==> src/assert_macros.svh <==
// shared assertion macros for the rtl
`ifndef ASSERT_MACROS_SVH
`define ASSERT_MACROS_SVH

// condition holds at every clock edge out of reset
`define SCPD_ASSERT_ALWAYS(label, clk, rst_n, expr) \
    label: assert property (@(posedge clk) disable iff (!rst_n) (expr)) \
        else $error("%m: assertion failed");

// consequence holds in the same cycle as the trigger
`define SCPD_ASSERT_SAME(label, clk, rst_n, ante, cons) \
    label: assert property (@(posedge clk) disable iff (!rst_n) (ante) |-> (cons)) \
        else $error("%m: assertion failed");

// consequence holds in the cycle after the trigger
`define SCPD_ASSERT_NEXT(label, clk, rst_n, ante, cons) \
    label: assert property (@(posedge clk) disable iff (!rst_n) (ante) |=> (cons)) \
        else $error("%m: assertion failed");

`endif

==> src/scpd_pkg.sv <==
`default_nettype none

package scpd_pkg;

    // default geometry
    localparam int PACKET_BYTES_DEF   = 18;
    localparam int CRC_SPAN_BYTES_DEF = 16;

    // register reset values
    localparam logic [7:0] SYNC_RESET = 8'hAA;
    localparam logic [7:0] TYPE_RESET = 8'h02;

    // crc-16/ccitt-false
    localparam logic [15:0] CRC_POLY = 16'h1021;
    localparam logic [15:0] CRC_INIT = 16'hFFFF;
    localparam logic [15:0] CRC_TOP  = 16'h8000;

    // configuration register indexes
    typedef enum logic [0:0] {
        CFG_SYNC = 1'b0,
        CFG_TYPE = 1'b1
    } t_cfg_index;

endpackage

`default_nettype wire

==> src/scpd_crc.sv <==
`default_nettype none

module scpd_crc #(
    parameter int SPAN_BYTES = scpd_pkg::CRC_SPAN_BYTES_DEF
) (
    input  wire logic [SPAN_BYTES*8-1:0] i_data,
    output logic      [15:0]             o_crc
);

    localparam int NBITS = SPAN_BYTES * 8;

    // serial crc of a span that is all zero except one bit (none when bit_idx < 0)
    function automatic logic [15:0] crc_run(input logic [15:0] init, input int bit_idx);
        logic [15:0] crc;
        logic [7:0]  bt;
        int          i;
        int          b;
        crc = init;
        for (i = 0; i < SPAN_BYTES; i++) begin
            bt = 8'h00;
            if (bit_idx >= 0 && (bit_idx >> 3) == i) begin
                bt = 8'h01 << (bit_idx & 7);
            end
            crc = crc ^ {bt, 8'h00};
            for (b = 0; b < 8; b++) begin
                if ((crc & scpd_pkg::CRC_TOP) != 16'h0000) begin
                    crc = (crc << 1) ^ scpd_pkg::CRC_POLY;
                end else begin
                    crc = crc << 1;
                end
            end
        end
        return crc;
    endfunction

    // column of the crc matrix for every data bit
    function automatic logic [16*NBITS-1:0] crc_columns();
        logic [16*NBITS-1:0] cols;
        int                  j;
        cols = '0;
        for (j = 0; j < NBITS; j++) begin
            cols[j*16 +: 16] = crc_run(16'h0000, j);
        end
        return cols;
    endfunction

    localparam logic [16*NBITS-1:0] CRC_COLS  = crc_columns();
    localparam logic [15:0]         CRC_CONST = crc_run(scpd_pkg::CRC_INIT, -1);

    // parallel xor tree: initial-value term plus one column per set data bit
    always_comb begin
        o_crc = CRC_CONST;
        for (int j = 0; j < NBITS; j++) begin
            if (i_data[j]) begin
                o_crc = o_crc ^ CRC_COLS[j*16 +: 16];
            end
        end
    end

endmodule

`default_nettype wire

==> src/sync_crc_packet_detector.sv <==
// the window register loads on an accepted request and the result register loads from it
//   when the window stage advances, which a stall on the result channel can hold off
// throughput: one byte per cycle when the output is not stalled; the window register and
//   result register form a two-entry pipeline, so a new byte is taken while a result waits
// the crc over the window's leading span is one parallel xor tree between the two registers
// reset (synchronous, active low): window zeroed, fill count zero, configuration registers to defaults
`default_nettype none
`include "assert_macros.svh"

module sync_crc_packet_detector #(
    parameter int PACKET_BYTES   = scpd_pkg::PACKET_BYTES_DEF,
    parameter int CRC_SPAN_BYTES = scpd_pkg::CRC_SPAN_BYTES_DEF
) (
    input  wire logic        i_clk,
    input  wire logic        i_rst_n,
    // input byte channel
    input  wire logic        i_in_valid,
    output logic             o_in_stall,
    input  wire logic [7:0]  i_data_byte,
    input  wire logic        i_clear_history,
    // result channel
    output logic             o_out_valid,
    input  wire logic        i_out_stall,
    output logic             o_packet_found,
    output logic [15:0]      o_packet_crc,
    // configuration write channel
    input  wire logic        i_cfg_valid,
    output logic             o_cfg_ready,
    input  wire logic [0:0]  i_cfg_index,
    input  wire logic [7:0]  i_cfg_data
);

    localparam int WIN_BITS  = PACKET_BYTES * 8;
    localparam int FILL_W    = $clog2(PACKET_BYTES + 1);
    localparam int CRC_BYTES = (CRC_SPAN_BYTES < PACKET_BYTES) ? CRC_SPAN_BYTES
                                                              : PACKET_BYTES;
    localparam bit FIELD_FITS = (CRC_SPAN_BYTES + 2) <= PACKET_BYTES;
    localparam logic [FILL_W-1:0] FILL_FULL = FILL_W'(PACKET_BYTES);

    logic [7:0]          r_sync;
    logic [7:0]          r_type;
    logic [WIN_BITS-1:0] r_window;
    logic [WIN_BITS-1:0] n_window;
    logic [FILL_W-1:0]   r_fill;
    logic [FILL_W-1:0]   n_fill;
    logic                r_s1_valid;
    logic                r_out_valid;
    logic                r_found;
    logic [15:0]         r_crc;

    logic                in_accept;
    logic                s1_advance;
    logic [15:0]         crc_calc;
    logic [15:0]         crc_field;
    logic                found_calc;

    // configuration registers
    assign o_cfg_ready = 1'b1;

    always_ff @(posedge i_clk) begin
        if (!i_rst_n) begin
            r_sync <= scpd_pkg::SYNC_RESET;
            r_type <= scpd_pkg::TYPE_RESET;
        end else if (i_cfg_valid && o_cfg_ready) begin
            unique case (i_cfg_index)
                scpd_pkg::CFG_SYNC: r_sync <= i_cfg_data;
                scpd_pkg::CFG_TYPE: r_type <= i_cfg_data;
            endcase
        end
    end

    // handshake: window stage frees up when its result moves on
    assign s1_advance = r_s1_valid && (!r_out_valid || !i_out_stall);
    assign o_in_stall = r_s1_valid && !s1_advance;
    assign in_accept  = i_in_valid && !o_in_stall;

    // window shift, newest byte at the top, optional clear first
    always_comb begin
        if (i_clear_history) begin
            n_window = {i_data_byte, {(WIN_BITS-8){1'b0}}};
            n_fill   = FILL_W'(1);
        end else begin
            n_window = {i_data_byte, r_window[WIN_BITS-1:8]};
            n_fill   = (r_fill < FILL_FULL) ? r_fill + FILL_W'(1) : r_fill;
        end
    end

    always_ff @(posedge i_clk) begin
        if (!i_rst_n) begin
            r_window   <= '0;
            r_fill     <= '0;
            r_s1_valid <= 1'b0;
        end else begin
            if (in_accept) begin
                r_window   <= n_window;
                r_fill     <= n_fill;
                r_s1_valid <= 1'b1;
            end else if (s1_advance) begin
                r_s1_valid <= 1'b0;
            end
        end
    end

    // crc over the leading span of the window
    scpd_crc #(
        .SPAN_BYTES(CRC_BYTES)
    ) u_crc (
        .i_data(r_window[CRC_BYTES*8-1:0]),
        .o_crc (crc_calc)
    );

    // little-endian crc field, missing bytes read as zero
    generate
        if (FIELD_FITS) begin : g_field_full
            assign crc_field = r_window[CRC_SPAN_BYTES*8 +: 16];
        end else if (CRC_SPAN_BYTES + 1 == PACKET_BYTES) begin : g_field_half
            assign crc_field = {8'h00, r_window[CRC_SPAN_BYTES*8 +: 8]};
        end else begin : g_field_none
            assign crc_field = 16'h0000;
        end
    endgenerate

    // packet match
    assign found_calc = FIELD_FITS
                     && (r_fill == FILL_FULL)
                     && (r_window[7:0] == r_sync)
                     && (r_window[15:8] == r_type)
                     && (crc_calc == crc_field);

    // result register
    always_ff @(posedge i_clk) begin
        if (!i_rst_n) begin
            r_out_valid <= 1'b0;
        end else if (s1_advance) begin
            r_out_valid <= 1'b1;
        end else if (!i_out_stall) begin
            r_out_valid <= 1'b0;
        end
    end

    always_ff @(posedge i_clk) begin
        if (s1_advance) begin
            r_found <= found_calc;
            r_crc   <= crc_field;
        end
    end

    assign o_out_valid    = r_out_valid;
    assign o_packet_found = r_found;
    assign o_packet_crc   = r_crc;

    // checks
    `SCPD_ASSERT_ALWAYS(a_fill_range, i_clk, i_rst_n, r_fill <= FILL_FULL)
    `SCPD_ASSERT_NEXT(a_clear_fill, i_clk, i_rst_n, in_accept && i_clear_history,
        r_fill == FILL_W'(1))
    `SCPD_ASSERT_NEXT(a_fill_step, i_clk, i_rst_n,
        in_accept && !i_clear_history && (r_fill < FILL_FULL),
        r_fill == $past(r_fill) + FILL_W'(1))
    `SCPD_ASSERT_SAME(a_full_stalls, i_clk, i_rst_n,
        r_s1_valid && r_out_valid && i_out_stall, o_in_stall)

endmodule

`default_nettype wire
==> config.mk <==
export PLATFORM = sky130hd
export DESIGN_NAME = sync_crc_packet_detector
export DESIGN_NICKNAME = d
export VERILOG_FILES = /design/src/scpd_pkg.sv /design/src/scpd_crc.sv /design/src/sync_crc_packet_detector.sv
export VERILOG_INCLUDE_DIRS = /design/src /design/src/src
export SDC_FILE = /design/constraint.sdc
export NUM_CORES = 1
export LEC_CHECK = 0
export BUFFER_PORTS_ARGS = -buffer_cell sky130_fd_sc_hd__buf_2
export CAP_MARGIN = 20
export CORE_MARGIN = 4
export CORE_UTILIZATION = 50
export CTS_CLUSTER_SIZE = 25
export DETAILED_ROUTE_END_ITERATION = 10
export GPL_TIMING_DRIVEN = 1
export PLACE_DENSITY = 0.67
export SKIP_LAST_GASP = 1
export SLEW_MARGIN = 15
export SYNTH_ARGS = -nofsm -noshare
export SYNTH_HDL_FRONTEND = slang
export SYNTH_SLANG_ARGS = --single-unit
==> constraint.sdc <==
create_clock -name i_clk -period 8.2 [get_ports i_clk]
set_input_delay 0.41 -clock i_clk [delete_from_list [all_inputs] [get_ports i_clk]]
set_output_delay 0.41 -clock i_clk [all_outputs]
set_load 0.02 [all_outputs]
== Word level (Yosys, flattened, before mapping) ==
Index checks and enable logic that the tools add are counted.
W data, S select, Z words.

* Magnitude comparators: 1
* Equal/unequal tests: 5
* Bitwise logic cells: 128
* Add/sub/neg operators: 1
* Muxes and demuxes: 135
* Reductions and logical operators: 16

{| class="wikitable"
|+ Operators with widths
! kind !! number
|-
| $mux W16 || 52
|-
| $mux W15 || 32
|-
| $not A7 Y7 || 49
|-
| $not A9 Y9 || 29
|-
| $mux W14 || 18
|-
| $not A11 Y11 || 17
|-
| $mux W13 || 11
|-
| $not A5 Y5 || 28
|-
| $mux W136 || 1
|-
| $mux W12 || 7
|-
| $mux W11 || 5
|-
| $mux W10 || 3
|-
| $eq A16 B16 Y1 || 1
|-
| $eq A8 B8 Y1 || 2
|-
| $not A3 Y3 || 4
|-
| $mux W5 || 2
|-
| $logic_and A1 B1 Y1 || 6
|-
| $reduce_and A2 Y1 || 3
|-
| $add A5 B1 Y5 const B || 1
|-
| $eq A5 B5 Y1 const B || 1
|-
| $lt A5 B5 Y1 const B || 1
|-
| $logic_not A1 Y1 || 4
|-
| $mux W1 || 4
|-
| $reduce_bool A2 Y1 || 2
|-
| other kinds (3) || 3
|}

* Register bits after elaboration: 184
* Logic and storage cells: 294

== Longest topological paths before layout ==
* Depth in word-level cells: 257
* Mapped depth: 9
* Depth with buffers taken out: 9

== Cells and area by module ==
Synthesis repeated with hierarchy kept, for this count alone.

* Cells, all modules: 1248
* Area total of the unflattened synthesis: 11393.4 um^2

{| class="wikitable"
|+ Modules (own cells, without submodules)
! module !! instances !! cells each !! area an instance (um^2)
|-
| sync_crc_packet_detector || 1 || 819 || 6974.2
|-
| scpd_crc || 1 || 429 || 4419.2
|}

== Least setup slack after synthesis ==
OpenSTA, ideal clock, no wires.

* Path kind: flip-flop to flip-flop
* Start point: reg r_window[20]
* End point: reg r_found, in the netlist o_packet_found, data pin
* Arrival time: 2.882 ns
* Setup slack: 5.127 ns
* Period minus slack after synthesis: 3.073 ns
* Buffers on the path: 1
* Stages on the path, launching flop included: 10
* Library setup time: 0.190 ns
* Data required time: 8.010 ns
* Cells stage by stage: dfxtp_1 clkbuf_1 xnor3_1 xor2_1 xnor3_1 xnor3_1 xnor3_1 nor4b_1 nand4b_1 a2111oi_2

* Word-level cells in the longest chain between the ends: 170
* Elaborated cells on any way between the ends: 217

{| class="wikitable"
|+ RTL lines
! item !! RTL line !! text
|-
| start: declaration || sync_crc_packet_detector.sv:42 || <nowiki>logic [WIN_BITS-1:0] r_window;</nowiki>
|-
| start signal: assignment || sync_crc_packet_detector.sv:95 || <nowiki>r_window <= n_window;</nowiki>
|-
| $mux W16 * (2 in series) || scpd_crc.sv:54 || <nowiki>if (i_data[j]) begin</nowiki>
|-
| $not A11 Y11 (no source line) || - ||
|-
| $mux W14 || scpd_crc.sv:54 ||
|-
| $not A11 Y11 (no source line) || - ||
|-
| $mux W15 || scpd_crc.sv:54 ||
|-
| $not A7 Y7 (no source line) || - ||
|-
| $mux W15 || scpd_crc.sv:54 ||
|-
| $mux W16 * || scpd_crc.sv:54 ||
|-
| (+154 left out) || - ||
|-
| $mux W13 || scpd_crc.sv:54 ||
|-
| $not A5 Y5 (no source line) || - ||
|-
| $mux W14 || scpd_crc.sv:54 ||
|-
| $mux W15 || scpd_crc.sv:54 ||
|-
| $mux W16 * || scpd_crc.sv:54 ||
|-
| $eq A16 B16 Y1 * || sync_crc_packet_detector.sv:128 || <nowiki>&& (crc_calc == crc_field);</nowiki>
|-
| $logic_and A1 B1 Y1 * || sync_crc_packet_detector.sv:128 ||
|-
| net found_calc || sync_crc_packet_detector.sv:55 || <nowiki>logic found_calc;</nowiki>
|-
| end signal: assignment || sync_crc_packet_detector.sv:143 || <nowiki>r_found <= found_calc;</nowiki>
|-
| end: declaration || sync_crc_packet_detector.sv:48 || <nowiki>logic r_found;</nowiki>
|}

Mark *: on every way through the listed nets, which the timed path passes. The rest lies on a longest branch.
A chain may end at the register's enable or synchronous reset.

== Worst setup path in the final report ==
* Start point: reg r_window[36]
* End point: reg r_found, in the netlist o_packet_found, data pin

* Word-level cells in the longest chain between the ends: 142
* Elaborated cells on any way between the ends: 184

{| class="wikitable"
|+ RTL lines
! item !! RTL line
|-
| $mux W14 * || scpd_crc.sv:54
|-
| $mux W15 * || scpd_crc.sv:54
|-
| $not A7 Y7 (no source line) || -
|-
| $mux W16 * (2 in series) || scpd_crc.sv:54
|-
| $not A7 Y7 (no source line) || -
|-
| $mux W16 * (2 in series) || scpd_crc.sv:54
|-
| $not A7 Y7 (no source line) || -
|-
| $mux W15 * || scpd_crc.sv:54
|-
| (+125 left out) || -
|-
| $not A5 Y5 (no source line) || -
|-
| $mux W14 * || scpd_crc.sv:54
|-
| $not A5 Y5 (no source line) || -
|-
| $mux W15 * || scpd_crc.sv:54
|-
| $mux W16 * || scpd_crc.sv:54
|-
| $eq A16 B16 Y1 * || sync_crc_packet_detector.sv:128
|-
| $logic_and A1 B1 Y1 * || sync_crc_packet_detector.sv:128
|-
| net found_calc || sync_crc_packet_detector.sv:55
|}

Marks and branches as above.

==> impl_metrics.json <==
{
  "regArea_um2": 3850,
  "syn_inst": 1269,
  "max_freq_ghz": 0.262,
  "power.switching_fraction_pct": 27.4,
  "postLayoutCoreUtil_pct": 54.0,
  "outcome": "completed",
  "crit_fanout": 5,
  "area_delta_synth_final_pct": 6.73,
  "critPathKind": "register to register",
  "seq_area_frac_synth_pct": 33.8,
  "die_h_um": 159,
  "dieArea_um2": 25300,
  "clockBufferDepth": 2,
  "nFillCells": 2064,
  "r2r-start": "r_window[36]",
  "p_leak_nw": 4.56,
  "synth_commonest_cells": "318 x nand2_1, 292 x xnor2_1, 167 x dfxtp_1",
  "power.total_mw": 1.89,
  "cts.repair.resized": 0,
  "synth_nets": 1294,
  "clkPwrFrac_pct": 44.4,
  "drv_slew": 0,
  "finalWorstSetupSlack_ps": 4380,
  "synth.distinct_cells": 39,
  "cp_cell_sequence": "xor2_1, xnor3_1, xnor2_1, xnor3_1, xnor3_1, nor4b_1, nand4b_1, a2111oi_2",
  "antenna_cells": 0,
  "initial_core_util_pct": 50.6,
  "synth_top_area_share_pct": 29.3,
  "ir_worst_vdd_uv": 101,
  "worstPathRequired_ps": 8450,
  "setup.worst_path.end_class": "register",
  "rows": 55,
  "finalCritPeriodShare_pct": 46.6,
  "cts_buffers": 17,
  "final_cells": 1513,
  "top_layer": "met4",
  "worstHoldStart": "i_cfg_data[3]",
  "firstDrtPassIters": 5,
  "cts.clk_slew.worst_paths_ps": 80,
  "core_um2": 22600,
  "p_seq_share_pct": 49.4,
  "synth_area_leaders": "dfxtp_1 29%, xnor2_1 22%, xnor3_1 11%",
  "worstMarginPinSlew_ps": 989,
  "ioPinCount": 43,
  "grt_max_degree": 94,
  "yosys_warnings": 0,
  "crit_path_start": "r_window[36]",
  "cts.hold.buffers_added": 0,
  "min_path_type": "primary input to register",
  "wl_met3_um": 2470,
  "nets": 1240,
  "multi_input_area_um2": 7130,
  "die_width_um": 159,
  "cts_tree": "yes",
  "start_kind": "register",
  "syn_area_per_cell_um2": 9.00,
  "dp_slack_ps": 4550,
  "drc_errors": 0,
  "clk_latency_ps": 450,
  "skew_ps": 16.5,
  "grt_usage_pct": 28.0,
  "cts.sink_count": 184,
  "viasPerCell": 5.46,
  "placed_cell_area_um2": 11600,
  "syn_area_um2": 11400,
  "maxCapViolCount": 0,
  "cts_setup_buffers": 0,
  "setup_viol": 0,
  "htreeDepth": 4,
  "slowest_stage": "xor2_1",
  "drt-met1-wl_um": 15600,
  "path_common_cell": "xnor3_1",
  "place_congestion": 1.03,
  "antenna_found_initial": 0,
  "drive_gt1_share_pct": 6.84,
  "rsz0062_at_grt": "false",
  "ys.flop_type": "dfxtp_1",
  "grt_pass1_wl_um": 52500,
  "whs_ps": 185,
  "synth_area_leader_cell": "dfxtp_1",
  "max_stage_delay_ps": 540,
  "route.met2.wl_um": 16200,
  "vias": 8258,
  "async_flop_share_pct": 0,
  "p_sw_mw": 0.518,
  "combPwrFrac_pct": 6.2,
  "post-place-cells": 1480,
  "place.port_buffers": 41,
  "cp.arrival_ps": 4080,
  "routed_wl_um": 35500,
  "slew_headroom_pct": 34.1,
  "setup_tns_ps": 0,
  "p_per_area_nw_per_um2": 155,
  "min_period_ps": 3820,
  "p_int_mw": 1.37,
  "drt_iter0_markers": 859,
  "grt_pass1_vias": 7836,
  "wl_per_cell_um": 23.4,
  "yosysMostFrequentCell": "nand2_1",
  "synth_edf_count": 17,
  "synth-seq-cells": 184,
  "hpwl_um": 27100,
  "clockRootBuffer": "clkbuf_16",
  "hold_violations": 0,
  "grt.overflow.total": 0,
  "final_area_um2": 12200,
  "ant_nets": 0
}
==> worst paths after layout <==
check / end / slack [ps] / cells after the start
max reg2reg: o_packet_found / 4380 / 8
max: o_packet_found / 4380 / 8
min: r_sync[3] / 190 / 3
min reg2reg: r_sync[6] / 480 / 2
==> flip-flops by register name, summed over array words and instances (netlist names) <==
| signal | cells |
|---|---|
| o_packet_crc | 16 |
| r_type | 8 |
| o_packet_found | 1 |
| r_sync | 8 |
| r_s1_valid | 1 |
| r_fill | 5 |
| o_out_valid | 1 |
| r_window | 144 |
==> area by class of cell <==
class | instances | area share [%]
inverters | 2 | 0.0616
flip-flops and latches | 184 | 31.6
clock buffers | 17 | 3.49
well taps | 285 | 2.93
multi-input cells | 965 | 58.5
repair buffers | 45 | 1.96
clock inverters | 15 | 1.45
==> cells in the final DEF, fill, tap and decap left out, drive strengths merged, types with 16 or more instances in the layout <==
cell type	netlist	final
xor2	81	81
xnor2	293	293
clkbuf	112	17
buf	6	45
a21oi	137	137
nand3	16	16
xnor3	60	60
nand2	318	318
edfxtp	17	17
a21boi	20	20
dfxtp	167	167
==> kinds of logic after synthesis <==
family	Yosys count	synth area share, %
xor+xnor	439	41.7
simple gates	360	12.5
flops	184	33.8
other cells	1	0.0328
buf+inv	120	4.01
mux	1	0.0877
fa+ha+maj	2	0.219
compound gates	162	7.73
==> power groups by stage <==
stage | clock [mW] | combinational (mW) | sequential, mW
2_1_floorplan | 0 | 0.0819 | 0.952
3_5_place_dp | 0 | 0.117 | 0.953
6_report | 0.838 | 0.118 | 0.931
3_3_place_gp | 0 | 0.118 | 0.952
5_1_grt | 0.887 | 0.128 | 0.933
4_1_cts | 0.850 | 0.118 | 0.932
==> routing by layer <==
metal / up-vias / GRT usage [%]
met2: 293 / 44.2
li1: 3914 / -
met3: 60 / 4.87
met1: 3991 / 39.1
met5: - / 0
met4: 0 / 9.63
==> worst max-delay path: cells and delay by family, from the launching register on <==
family           cells  cell delay (ps)
XOR/XNOR             5             2180
AO/OA/AOI/OAI        1              320
flip-flops           1              520
AND/OR/NAND/NOR      2              620
Note: power is estimated with default switching activity, not from simulation.
